[config.mk]
export PLATFORM = sky130hd
export DESIGN_NAME = cffp_fifo
export DESIGN_NICKNAME = d
export VERILOG_FILES = /design/src/hdl/checksummed_frame_field_parser_macros.svh /design/src/hdl/cffp_pkg.sv /design/src/hdl/cffp_fifo.sv
export SDC_FILE = /design/constraint.sdc
export NUM_CORES = 1
export LEC_CHECK = 0
export BUFFER_PORTS_ARGS = -buffer_cell sky130_fd_sc_hd__buf_2
export CAP_MARGIN = 20
export CORE_MARGIN = 4
export CORE_UTILIZATION = 55
export CTS_CLUSTER_SIZE = 14
export DETAILED_ROUTE_END_ITERATION = 10
export PLACE_DENSITY_LB_ADDON = 0.1
export SYNTH_ARGS = -nofsm -noshare
export SYNTH_HDL_FRONTEND = slang
export SYNTH_SLANG_ARGS = --single-unit
[constraint.sdc]
create_clock -name clk -period 5.6 [get_ports clk]
set_input_delay 0.56 -clock clk [delete_from_list [all_inputs] [get_ports clk]]
set_output_delay 0.56 -clock clk [all_outputs]
set_load 0.01 [all_outputs]
[src/hdl/checksummed_frame_field_parser_macros.svh]
// assertion helpers used by the top parser file
`ifndef CHECKSUMMED_FRAME_FIELD_PARSER_MACROS_SVH
`define CHECKSUMMED_FRAME_FIELD_PARSER_MACROS_SVH

// same-cycle implication
`define CFFP_ASSERT_SAME(label, clk, rst, ante, cons, msg) \
  label: assert property (@(posedge clk) disable iff (rst) (ante) |-> (cons)) \
    else $error(msg);

// next-cycle implication
`define CFFP_ASSERT_NEXT(label, clk, rst, ante, cons, msg) \
  label: assert property (@(posedge clk) disable iff (rst) (ante) |=> (cons)) \
    else $error(msg);

`endif

[src/hdl/cffp_pkg.sv]
package cffp_pkg;

  localparam int MAX_FIELDS_DEF    = 8;
  localparam int PAYLOAD_BYTES_DEF = 64;

  localparam int BYTE_W     = 8;
  localparam int CODES_W    = 16;
  localparam int COUNT_W    = 4;
  localparam int VALUE_W    = 64;
  localparam int KIND_W     = 2;
  localparam int INDEX_W    = 3;
  localparam int TOTAL_W    = 32;
  localparam int APB_DATA_W = 32;
  localparam int APB_ADDR_W = 3;
  localparam int CMD_DEPTH  = 2;

  localparam logic [CODES_W-1:0] FORMAT_RESET = 16'd3;
  localparam logic [COUNT_W-1:0] COUNT_RESET  = 4'd1;

  localparam logic [BYTE_W-1:0] START_MARK = 8'h53;
  localparam logic [23:0]       END_MARK   = 24'h454E44;

  typedef enum logic [KIND_W-1:0] {
    KIND_DOUBLE = 2'd0,
    KIND_FLOAT  = 2'd1,
    KIND_WORD   = 2'd2,
    KIND_BYTE   = 2'd3
  } cffp_kind_t;

  typedef enum logic {
    REG_FORMAT = 1'b0,
    REG_COUNT  = 1'b1
  } cffp_reg_t;

  // frame verdict handed from the front to the back
  typedef struct packed {
    logic               ok;
    logic               bank;
    logic [TOTAL_W-1:0] total;
  } cffp_cmd_t;

  // back tells the front that a payload bank may be refilled
  typedef struct packed {
    logic free;
    logic bank;
  } cffp_rel_t;

  function automatic logic [3:0] field_size(logic [KIND_W-1:0] code);
    logic [3:0] sz;
    unique case (cffp_kind_t'(code))
      KIND_DOUBLE: sz = 4'd8;
      KIND_FLOAT:  sz = 4'd4;
      KIND_WORD:   sz = 4'd4;
      KIND_BYTE:   sz = 4'd1;
    endcase
    return sz;
  endfunction

endpackage

[src/hdl/cffp_fifo.sv]
module cffp_fifo import cffp_pkg::*; (
  input  logic      clk,
  input  logic      rst,
  input  logic      push,
  input  cffp_cmd_t din,
  output logic      full,
  input  logic      pop,
  output cffp_cmd_t dout,
  output logic      empty
);

  localparam int PTR_W = (CMD_DEPTH > 1) ? $clog2(CMD_DEPTH) : 1;
  localparam int CNT_W = $clog2(CMD_DEPTH + 1);

  cffp_cmd_t          entries [CMD_DEPTH];
  logic [PTR_W-1:0]   wr_ptr;
  logic [PTR_W-1:0]   rd_ptr;
  logic [CNT_W-1:0]   count;

  assign full  = (count == CNT_W'(CMD_DEPTH));
  assign empty = (count == '0);
  assign dout  = entries[rd_ptr];

  always_ff @(posedge clk) begin
    if (push) begin
      entries[wr_ptr] <= din;
    end
  end

  always_ff @(posedge clk) begin
    if (rst) begin
      wr_ptr <= '0;
      rd_ptr <= '0;
      count  <= '0;
    end else begin
      if (push) begin
        wr_ptr <= wr_ptr + PTR_W'(1);
      end
      if (pop) begin
        rd_ptr <= rd_ptr + PTR_W'(1);
      end
      if (push && !pop) begin
        count <= count + CNT_W'(1);
      end else if (pop && !push) begin
        count <= count - CNT_W'(1);
      end
    end
  end

endmodule

==> qor.tcl <==
set qor(tightest_slew_ps) 979
set qor(rr_worst_depth) 1
set qor(cell_types_with_the_largest_area_share_after_synthesis) {sky130_fd_sc_hd__edfxtp_1 77%, sky130_fd_sc_hd__mux2_2 14%, sky130_fd_sc_hd__dfxtp_1 3.8%, sky130_fd_sc_hd__buf_4 0.85%, sky130_fd_sc_hd__nor2_1 0.71%}
set qor(wirelength_per_cell_um) 16.9
set qor(timing.final.crit_period_ps) 2140
set qor(drt_drc_violations_left) 0
set qor(p_leak_uw) 0.00126
set qor(cts.sinks) 73
set qor(avgViaCountPerCell) 5.13
set qor(power_per_cell_area_nw_per_um2) 367
set qor(avgSynthCellArea_sq_um) 20.8
set qor(synth_cells) 128
set qor(initial_standard_cell_utilization_of_the_core_pct) 56.7
set qor(ctsLongestPathBuffers) 2
set qor(run_status) {completed}
set qor(detailroute.via_count) 1374
set qor(clk_transition_reported_paths_ps) 70
set qor(die-width_um) 77.5
set qor(sum_neg_setup_slack_ps) 0
set qor(root_buf_cell) {sky130_fd_sc_hd__clkbuf_8}
set qor(synth_area_leader_cell) {sky130_fd_sc_hd__edfxtp_1}
set qor(coreArea_sq_um) 4690
set qor(ioPinCount) 74
set qor(route.antenna.remaining_nets) 0
set qor(path_class) {reg -> out}
set qor(report.final.setup_viol) 0
set qor(place_congestion) 0.654
set qor(ctsHtreeMaxLevel) 3
set qor(global_route_wire_length_before_repair_um) 7100
set qor(finalMaxSlewViolations) 0
set qor(arrival_ps) 1580
set qor(tritoncts) {yes}
set qor(nets) 248
set qor(postCtsResizedCells) 0
set qor(insertion_delay_ps) 330
set qor(areaGrowthSynthToFinish_pct) 23.7
set qor(grt_max_degree) 35
set qor(dr_iter_0_viols) 76
set qor(netlist_area_sq_um) 2660
set qor(track_usage_pct) 16.1
set qor(start_kind) {register}
set qor(die_height_um) 77.5
set qor(reg2reg_to) {entries[0][13]}
set qor(timing.max_cap.violations) 0
set qor(hold_ws_ps) 411
set qor(grt_pass1_vias) 1471
set qor(max-vdd-ir-drop_mv) 0.287
set qor(most-common-layout-cells) {73 x sky130_fd_sc_hd__buf_2, 68 x sky130_fd_sc_hd__edfxtp_1, 34 x sky130_fd_sc_hd__mux2_2, 9 x sky130_fd_sc_hd__clkbuf_8}
set qor(p_clk_share_pct) 35.6
set qor(synth-seq-area-share_pct) 80.5
set qor(power.combinational.fraction_pct) 11.0
set qor(worstReg2RegStart) {wr_ptr}
set qor(buffers_inserted_during_post_cts_setup_optimization) 0
set qor(hold_class) {in -> reg}
set qor(power.net_switching_uw) 263
set qor(post_route_cells_drive_above_1_share_pct) 58.4
set qor(switching_share_pct) 21.8
set qor(slew_headroom_pct) 34.6
set qor(overflow) 0
set qor(placement.io_buffers) 73
set qor(antenna_found_initial) 0
set qor(rsz_0062_raised_after_global_routing) {false}
set qor(yosysWarnings) 0
set qor(detail_route.wirelength_um) 4520
set qor(drt_first_pass_iters) 4
set qor(hpwl_after_detailed_placement_um) 2940
set qor(data_required_time_of_the_worst_path_ps) 5040
set qor(final_critical_path_share_of_the_clock_period_pct) 38.2
set qor(timing.critical_path.to) {dout[9]}
set qor(synth_cell_type_count) 16
set qor(die_area_sq_um) 6010
set qor(timing.reg2reg.setup_slack_ps) 4070
set qor(number_of_buffers_created_by_cts) 9
set qor(postSynthNetCount) 167
set qor(layout_commonest_cell) {sky130_fd_sc_hd__buf_2}
set qor(fmax_mhz) 467
set qor(postCtsHoldBufs) 0
set qor(synth_top_cell_area_share_pct) 76.8
set qor(sequentialPowerShare_pct) 53.4
set qor(worst_path_max_fanout) 34
set qor(synth_seq_cells) 73
set qor(intPower_uw) 944
set qor(hold_viol_final) 0
set qor(n_antenna_cell) 0
set qor(worst_setup_end_kind) {output port}
set qor(layout_skew_ps) 3.94
set qor(num_rows) 25
==> power groups by stage <==
stage	combinational (uW)	clock [uW]	sequential, uW
finish	133	429	645
floorplan	79.7	0	654
global placement	129	0	654
CTS	135	437	645
detailed placement	134	0	657
global route	145	464	648
==> cells by family (layout without fill, tap and decap cells) <==
kind of cell	after synthesis	in the layout	synth area share (%)
flip-flops	73	73	80.5
multiplexers	34	34	14.4
AND/OR/NAND/NOR	9	9	1.74
buffers and inverters	5	91	1.18
XOR/XNOR	4	4	1.32
AO/OA/AOI/OAI	2	2	0.376
adder cells (fa/ha/maj)	1	1	0.470
==> state kept, by name, summed over array words and instances (netlist names), named ones only <==
register  flops
rd_ptr        1
entries      68
wr_ptr        1
count         2
==> cell type report <==
type / instances / area, sq um
sequential: 73 / 2140
fill: 325 / 1400
multi-input combinational: 50 / 495
timing repair buffer: 74 / 373
clock buffer: 9 / 124
clock inverter: 7 / 85.1
tap: 54 / 67.6
inverter: 1 / 3.75
==> through the flow <==
step | instance area (sq um) | util (%) | total power, uW | std cells | setup slack, ps
after detailed placement | 3080 | 65.7 | 791 | 252 | 3700
after CTS | 3290 | 70.1 | 1220 | 268 | 3430
after floorplan | 2660 | - | 734 | 128 | 3080
final | 3290 | 70.1 | 1210 | 268 | 3460
after global placement | 3080 | 65.7 | 784 | 252 | 3740
after global routing | 3290 | 70.1 | 1260 | 268 | 3370
==> metal layers <==
metal	part of all wire (%)	GRT usage (%)
met5	0	0
met2	52	26.8
met3	6.5	5.45
met4	1.3	9.61
met1	40	18.0
==> synthesized netlist by cell type <==
cell and number:
sky130_fd_sc_hd__xnor2_1 2, sky130_fd_sc_hd__and2_1 1, sky130_fd_sc_hd__a21oi_1 1, sky130_fd_sc_hd__nor2_1 5, sky130_fd_sc_hd__or3_1 1, sky130_fd_sc_hd__dfxtp_1 5, sky130_fd_sc_hd__inv_1 1, sky130_fd_sc_hd__nor2b_1 1
sky130_fd_sc_hd__buf_2 1, sky130_fd_sc_hd__and2b_2 1, sky130_fd_sc_hd__mux2_2 34, sky130_fd_sc_hd__xor2_1 2, sky130_fd_sc_hd__buf_4 3, sky130_fd_sc_hd__o21ai_0 1, sky130_fd_sc_hd__ha_1 1, sky130_fd_sc_hd__edfxtp_1 68
==> critical path, cell delays in order (launching register included) <==
cell	delay [ps]
sky130_fd_sc_hd__dfxtp_1	310
sky130_fd_sc_hd__buf_4	380
sky130_fd_sc_hd__mux2_2	400
sky130_fd_sc_hd__buf_2	140
==> worst min path at each step <==
| stage | depth (start not counted) | to | slack [ps] | from |
|---|---|---|---|---|
| after floorplan | 2 | count[1] | 460 | count[1] |
| after global placement | 2 | count[1] | 480 | count[1] |
| after detailed placement | 2 | rd_ptr | 510 | rd_ptr |
| after CTS | 1 | entries[0][20] | 390 | din[20] |
| after global routing | 1 | entries[0][12] | 380 | din[12] |
| final | 1 | entries[1][12] | 410 | din[12] |
(Power assumes the default switching activity.)
