File: src/hdl/checksummed_frame_field_parser_macros.svh
// assertion helpers used by the top parser file
`ifndef CHECKSUMMED_FRAME_FIELD_PARSER_MACROS_SVH
`define CHECKSUMMED_FRAME_FIELD_PARSER_MACROS_SVH

// same-cycle implication
`define CFFP_ASSERT_SAME(label, clk, rst, ante, cons, msg) \
  label: assert property (@(posedge clk) disable iff (rst) (ante) |-> (cons)) \
    else $error(msg);

// next-cycle implication
`define CFFP_ASSERT_NEXT(label, clk, rst, ante, cons, msg) \
  label: assert property (@(posedge clk) disable iff (rst) (ante) |=> (cons)) \
    else $error(msg);

`endif

File: src/hdl/cffp_ram.sv
module cffp_ram #(
  parameter int WIDTH = 8,
  parameter int DEPTH = 128
) (
  input  logic                     clk,
  input  logic                     we,
  input  logic [$clog2(DEPTH)-1:0] waddr,
  input  logic [WIDTH-1:0]         wdata,
  input  logic [$clog2(DEPTH)-1:0] raddr,
  output logic [WIDTH-1:0]         rdata
);

  logic [WIDTH-1:0] mem [DEPTH];

  always_ff @(posedge clk) begin
    if (we) begin
      mem[waddr] <= wdata;
    end
    rdata <= mem[raddr];
  end

endmodule

File: config.mk
export PLATFORM = sky130hd
export DESIGN_NAME = cffp_ram
export DESIGN_NICKNAME = d
export VERILOG_FILES = /design/src/hdl/checksummed_frame_field_parser_macros.svh /design/src/hdl/cffp_ram.sv
export SDC_FILE = /design/constraint.sdc
export NUM_CORES = 1
export LEC_CHECK = 0
export BUFFER_PORTS_ARGS = -buffer_cell sky130_fd_sc_hd__buf_2
export CAP_MARGIN = 20
export CORE_MARGIN = 2
export CORE_UTILIZATION = 60
export CTS_CLUSTER_SIZE = 16
export DETAILED_ROUTE_END_ITERATION = 6
export HOLD_SLACK_MARGIN = 0.03
export PLACE_DENSITY = 0.74
export SETUP_SLACK_MARGIN = 0.3
export SYNTH_ARGS = -nofsm -noshare
export SYNTH_HDL_FRONTEND = slang
export SYNTH_SLANG_ARGS = --single-unit
File: constraint.sdc
create_clock -name clk -period 4.21 [get_ports clk]
set_clock_uncertainty 0.2 [all_clocks]
set_input_delay 1.0525 -clock clk [delete_from_list [all_inputs] [get_ports clk]]
set_output_delay 1.0525 -clock clk [all_outputs]
set_load 0.05 [all_outputs]
==> impl_metrics.py, run 1 <==
metrics = {
    "outcome": {
        "run_status": "finished, final reports clean",
    },
    "logic_synthesis": {
        "syn-cell-area_mm2": 0.03967,
        "synth_xor_area_frac": 0,
        "synth_seq_area_share": 0.7793,
        "synthTopCellsByCount": "edfxtp_1 (1024), mux4_2 (336), nor2_1 (122), clkbuf_1 (44), buf_1 (18)",
        "synth_area_leaders": "edfxtp_1 (78%), mux4_2 (19%), nor2_1 (1.2%)",
        "yosys.area.top_type": "edfxtp_1",
        "synthSimpleGateAreaFrac": 0.01757,
        "synth_fa_ha_area_frac": 0,
        "yosysUniqueCellTypes": 17,
        "yosys_register_bits": 1032,
        "synth_top_family_by_area": "multiplexers",
        "yosys.area.top_type_share": 0.7752,
        "synth_ff_type": "edfxtp_1",
        "synth-edff-count": 1024,
        "yosysMostFrequentCell": "edfxtp_1",
        "synth_compound_area_frac": 0,
        "synthArstFlopShare": 0,
        "netlist_instances": 1635,
        "syn_area_per_cell_um2": 24.26,
        "muxShareOfSynthArea": 0.1930,
        "syn_nets": 1659,
        "yosysWarnings": 0,
    },
    "worst_setup_path": {
        "arrival_ns": 3.69,
        "end_kind": "flip-flop",
        "crit_required_ns": 4.55,
        "path_class": "input pin to flip-flop",
        "start_kind": "input pin",
        "worstPathMaxFanout": 17,
        "rr_worst_depth": 4,
    },
    "sta": {
        "setup_viol": 0,
        "timing.fmax_ghz": 0.2984,
        "setup_tns_ns": 0,
        "slew_viol_final": 0,
        "worst_slew_pin_slew_ns": 1.033,
        "fin_crit_sh": 0.7960,
        "rsz0062_at_grt": "no",
        "period_minus_slack_ns": 3.351,
        "hold_violations": 0,
        "setup_ws_ns": 0.8590,
        "maxSlewHeadroom": 0.3116,
    },
    "pwr": {
        "vdd_drop_max_v": 0.0005471,
        "power_density_mw_per_mm2": 460.6,
        "p_leak_nw": 14.09,
        "p_total_mw": 20.73,
    },
    "global_routing": {
        "antenna_found_initial": 9,
        "grt_max_degree": 129,
        "grt-ovfl-total": 0,
        "grt_pass1_wl_um": 129500,
        "grt_use_total": 0.2711,
        "grt_pass1_vias": 18880,
    },
    "drt": {
        "ant_nets": 0,
        "drtPass1Iterations": 5,
        "wl_per_cell_um": 32.21,
        "vias_per_cell": 6.658,
        "drc": 0,
        "drt-total-wl_um": 89360,
        "vias": 18470,
        "drt-initial-drc-count": 2325,
    },
    "clock_tree": {
        "cts_root_buf": "clkbuf_16",
        "clockBufferDepth": 3,
        "post_cts_resized": 0,
        "clock_sinks": 1032,
        "post_cts_buffers": 0,
        "cts_hold_buf": 0,
        "cts_made_buffers": 99,
        "path_clk_slew_ns": 0.06,
        "worstSkewPairLatency_ns": 0.67,
        "cts_tree": "built",
        "htreeDepth": 3,
    },
    "floorplan": {
        "core-area_mm2": 0.06563,
        "placementRows": 94,
        "die_w_um": 261.1,
        "die_h_um": 261.1,
        "die_area_mm2": 0.06818,
        "io_pins": 32,
        "initial_core_util": 0.6044,
    },
    "cells_and_area": {
        "finalNetCount": 1855,
        "syn2layout_area_growth_pct": 13.49,
        "nFillCells": 3905,
        "final_util": 0.6860,
        "final_cell_area_mm2": 0.04502,
        "multi_input_area_mm2": 0.008354,
        "seq_area_mm2": 0.03091,
        "drive_gt1_frac": 0.3447,
    },
    "placed_design": {
        "io_buffers": 31,
        "dpl_worst_slack_ns": 0.1842,
        "dpl.hpwl_um": 52950,
        "routabilityCongestion": 0.8385,
        "place_area_mm2": 0.04199,
    },
    "run": {
        "cap_violations": 0,
    },
    "worst_hold_path": {
        "min_path_cells": 1,
        "holdCritPathClass": "input pin to flip-flop",
    },
}
## layer usage
metal	wire length [um]	global-route usage	up-vias
met4	3242	0.1054	8
met5	48	0	-
met2	43390	0.4199	1081
li1	-	-	7420
met3	9732	0.06465	175
met1	32940	0.3839	9784
## area by class of cell
class / count / share of cell area
tap: 864 / 0.02401
clock buffer: 118 / 0.05709
multi-input combinational: 514 / 0.1856
timing repair buffer: 184 / 0.03774
clock inverter: 58 / 0.008755
sequential: 1032 / 0.6866
antenna: 4 / 0.0002223
## placed cells by master, fill, tap and decap left out, types with 7 or more instances in the layout
master        n
nor2b_1       7
edfxtp_1   1024
mux4_2      336
nand3_1      12
buf_12       25
buf_2        20
clkbuf_16   100
nor3_1        9
nor2_1      122
buf_4       135
nand2_1      14
clkinv_2     16
clkbuf_1     18
clkinv_1     29
dfxtp_1       8
inv_6         7
mux2_2        8
## sequential cells by signal, indices dropped and copies added, names as in the netlist
name / count
mem: 1024
rdata: 8
## power breakdown
group / internal [mW] / switching (mW)
clock network: 4.58 / 3.65
logic: 0.467 / 0.667
registers: 11.3 / 0.0193
total: 16.4 / 4.34
## cells by family after synthesis
logic type	count (synthesis)
buf+inv	89
flops	1032
simple gates	170
mux	344
## stage by stage
step | cells | hold slack (ns)
after floorplan | 1635 | 0.8737
after global placement | 2592 | 0.9254
after detailed placement | 2592 | 0.9257
after CTS | 2768 | 0.4998
after global routing | 2771 | 0.5370
final | 2774 | 0.5295
## worst max-delay path: stages
cell and delay [ns]:
buf_8 0.17, buf_12 0.23, buf_12 0.21, mux4_2 0.58, mux4_2 0.56, mux4_2 0.55
mux2_2 0.29
## final timing paths
path | from | endpoint | slack, ns
worst max-delay path | raddr[0] | rdata[2] | 0.86
worst min-delay path | wdata[3] | mem[127][3] | 0.53
worst max register to register | mem[114][2] | rdata[2] | 1.56
worst min register to register | mem[14][2] | rdata[2] | 0.96
Note: power is estimated with default switching activity, not from simulation.
==> inputs of run 2 (changes only) <==
==> constraint.sdc (replaced) <==
create_clock -name clk -period 3.24 [get_ports clk]
set_clock_uncertainty 0.2 [all_clocks]
set_input_delay 0.81 -clock clk [delete_from_list [all_inputs] [get_ports clk]]
set_output_delay 0.81 -clock clk [all_outputs]
set_load 0.05 [all_outputs]
==> run 2 against run 1 <==
Clock-buffer cell count grew 9. Worst setup slack got worse by 0.60 ns. Critical endpoint is now rdata[4]. Total power grew 32%. Via count increased by 3.1%. Highest routed layer unchanged.
==> impl_metrics.py, run 2 (synthesis gave the netlist of run 1 again) <==
metrics = {
    "worst_setup_path": {
        "worstPathMaxFanout": 14,
        "start_kind": "input pin",
        "cp_top_family": "multiplexers",
        "end_kind": "flip-flop",
        "path_class": "input pin to flip-flop",
        "arrival_ns": 3.32,
        "crit_buf_inv": 3,
        "crit_required_ns": 3.58,
        "crit_top_cell": "mux4_2",
        "cpPeakStageDelay_ns": 0.59,
        "cp_slowest_cell": "mux4_2",
        "cp_cell_sequence": "buf_16 -> buf_12 -> buf_16 -> mux4_2 -> mux4_2 -> mux4_2 -> mux2_2",
    },
    "cells_and_area": {
        "mostFrequentLayoutCells": "edfxtp_1 (1024), mux4_2 (336), buf_4 (192)",
        "top_register": "mem",
        "largest_reg_flops": 1024,
        "largestRegisters": "mem (1024), rdata (8)",
        "diodes": 0,
        "nFillCells": 3739,
        "finalNetCount": 1940,
        "syn2layout_area_growth_pct": 16.09,
        "final_common_cell": "edfxtp_1",
        "drive_gt1_frac": 0.3709,
    },
    "global_routing": {
        "antenna_found_initial": 3,
        "grt-ovfl-total": 0,
        "grt_pass1_vias": 19270,
        "grt_max_degree": 129,
        "grt_pass1_wl_um": 136200,
        "grt_use_total": 0.2851,
    },
    "placed_design": {
        "routabilityCongestion": 0.8319,
        "dpl.hpwl_um": 57040,
        "dpl_worst_slack_ns": -0.4513,
        "io_buffers": 31,
    },
    "clock_tree": {
        "htreeDepth": 3,
        "clock_sinks": 1032,
        "cts_tree": "built",
        "cts_hold_buf": 0,
        "worstSkewPairLatency_ns": 0.65,
        "path_clk_slew_ns": 0.06,
        "cts_made_buffers": 99,
        "cts_root_buf": "clkbuf_16",
        "clockBufferDepth": 3,
    },
    "drt": {
        "drtPass1Iterations": 5,
        "drt-total-wl_um": 94470,
        "vias": 19040,
        "drt-initial-drc-count": 2745,
        "ant_nets": 0,
        "drc": 0,
        "vias_per_cell": 6.673,
        "wl_per_cell_um": 33.10,
    },
    "sta": {
        "period_minus_slack_ns": 2.985,
        "setup_tns_ns": 0,
        "setup_ws_ns": 0.2551,
        "fin_crit_sh": 0.9213,
        "timing.fmax_ghz": 0.3350,
        "slew_viol_final": 0,
        "hold_violations": 0,
        "rsz0062_at_grt": "yes",
        "worst_slew_pin_slew_ns": 0.8547,
        "setup_viol": 0,
        "maxSlewHeadroom": 0.4281,
    },
    "pwr": {
        "p_leak_nw": 14.69,
        "p_total_mw": 27.35,
        "power_density_mw_per_mm2": 594.0,
        "vdd_drop_max_v": 0.0005877,
    },
    "run": {
        "cap_violations": 0,
    },
    "floorplan": {
        "placementRows": 94,
        "die_area_mm2": 0.06818,
        "io_pins": 32,
        "core-area_mm2": 0.06563,
        "initial_core_util": 0.6044,
        "die_w_um": 261.1,
        "die_h_um": 261.1,
    },
    "worst_hold_path": {
        "holdCritPathClass": "input pin to flip-flop",
    },
    "outcome": {
        "run_status": "finished, final reports clean",
    },
}
==> run 2: cell type report <==
class,count,area [um^2],area share
Sequential cell,1032,30910,0.6713
Multi-Input combinational cell,514,8354,0.1814
Timing Repair Buffer,269,2680,0.05820
Clock buffer,127,2625,0.05701
Tap cell,864,1081,0.02348
Clock inverter,48,396.6,0.008614
==> run 2: final timing paths <==
check                    from           to  slack, ns  cells past startpoint
hold reg to reg   mem[104][6]     rdata[6]       0.95                      4
setup reg to reg  mem[117][4]     rdata[4]       0.57                      4
setup / recovery     raddr[0]     rdata[4]       0.26                      7
hold / removal       wdata[1]  mem[100][1]       0.43                      1
==> run 2: where the power goes <==
group          switching (mW)  internal, mW  total [mW]  leakage (nW)
clock                    4.72          6.24        11.0          1.48
sequential             0.0435          14.7        14.8          9.27
combinational           0.918         0.690        1.61          3.93
==> run 2: repair_timing <==
item | 4_1_cts | 5_1_grt
resized for setup | 3 | 11
setup buffers | 5 | 2
cloned | 3 | 2
endpoints found under the setup margin | 7 | 7
==> run 2: metal layers <==
layer  GRT usage  vias up  part of all wire
met5           0        -           0.00024
met4     0.09675        4             0.033
met3     0.05178      186              0.10
met2      0.4451     1215              0.48
met1      0.4193    10060              0.38
li1            -     7575                 -
==> run 2: stage by stage <==
stage / instances / hold slack [ns] / cell area [um^2] / utilization
global placement: 2667 / 0.9189 / 42750 / 0.6514
floorplan: 1635 / 0.7089 / 40010 / -
detailed placement: 2667 / 0.9289 / 42750 / 0.6514
CTS: 2850 / 0.4228 / 45930 / 0.6998
finish: 2854 / 0.4326 / 46050 / 0.7016
global route: 2854 / 0.4418 / 46050 / 0.7016
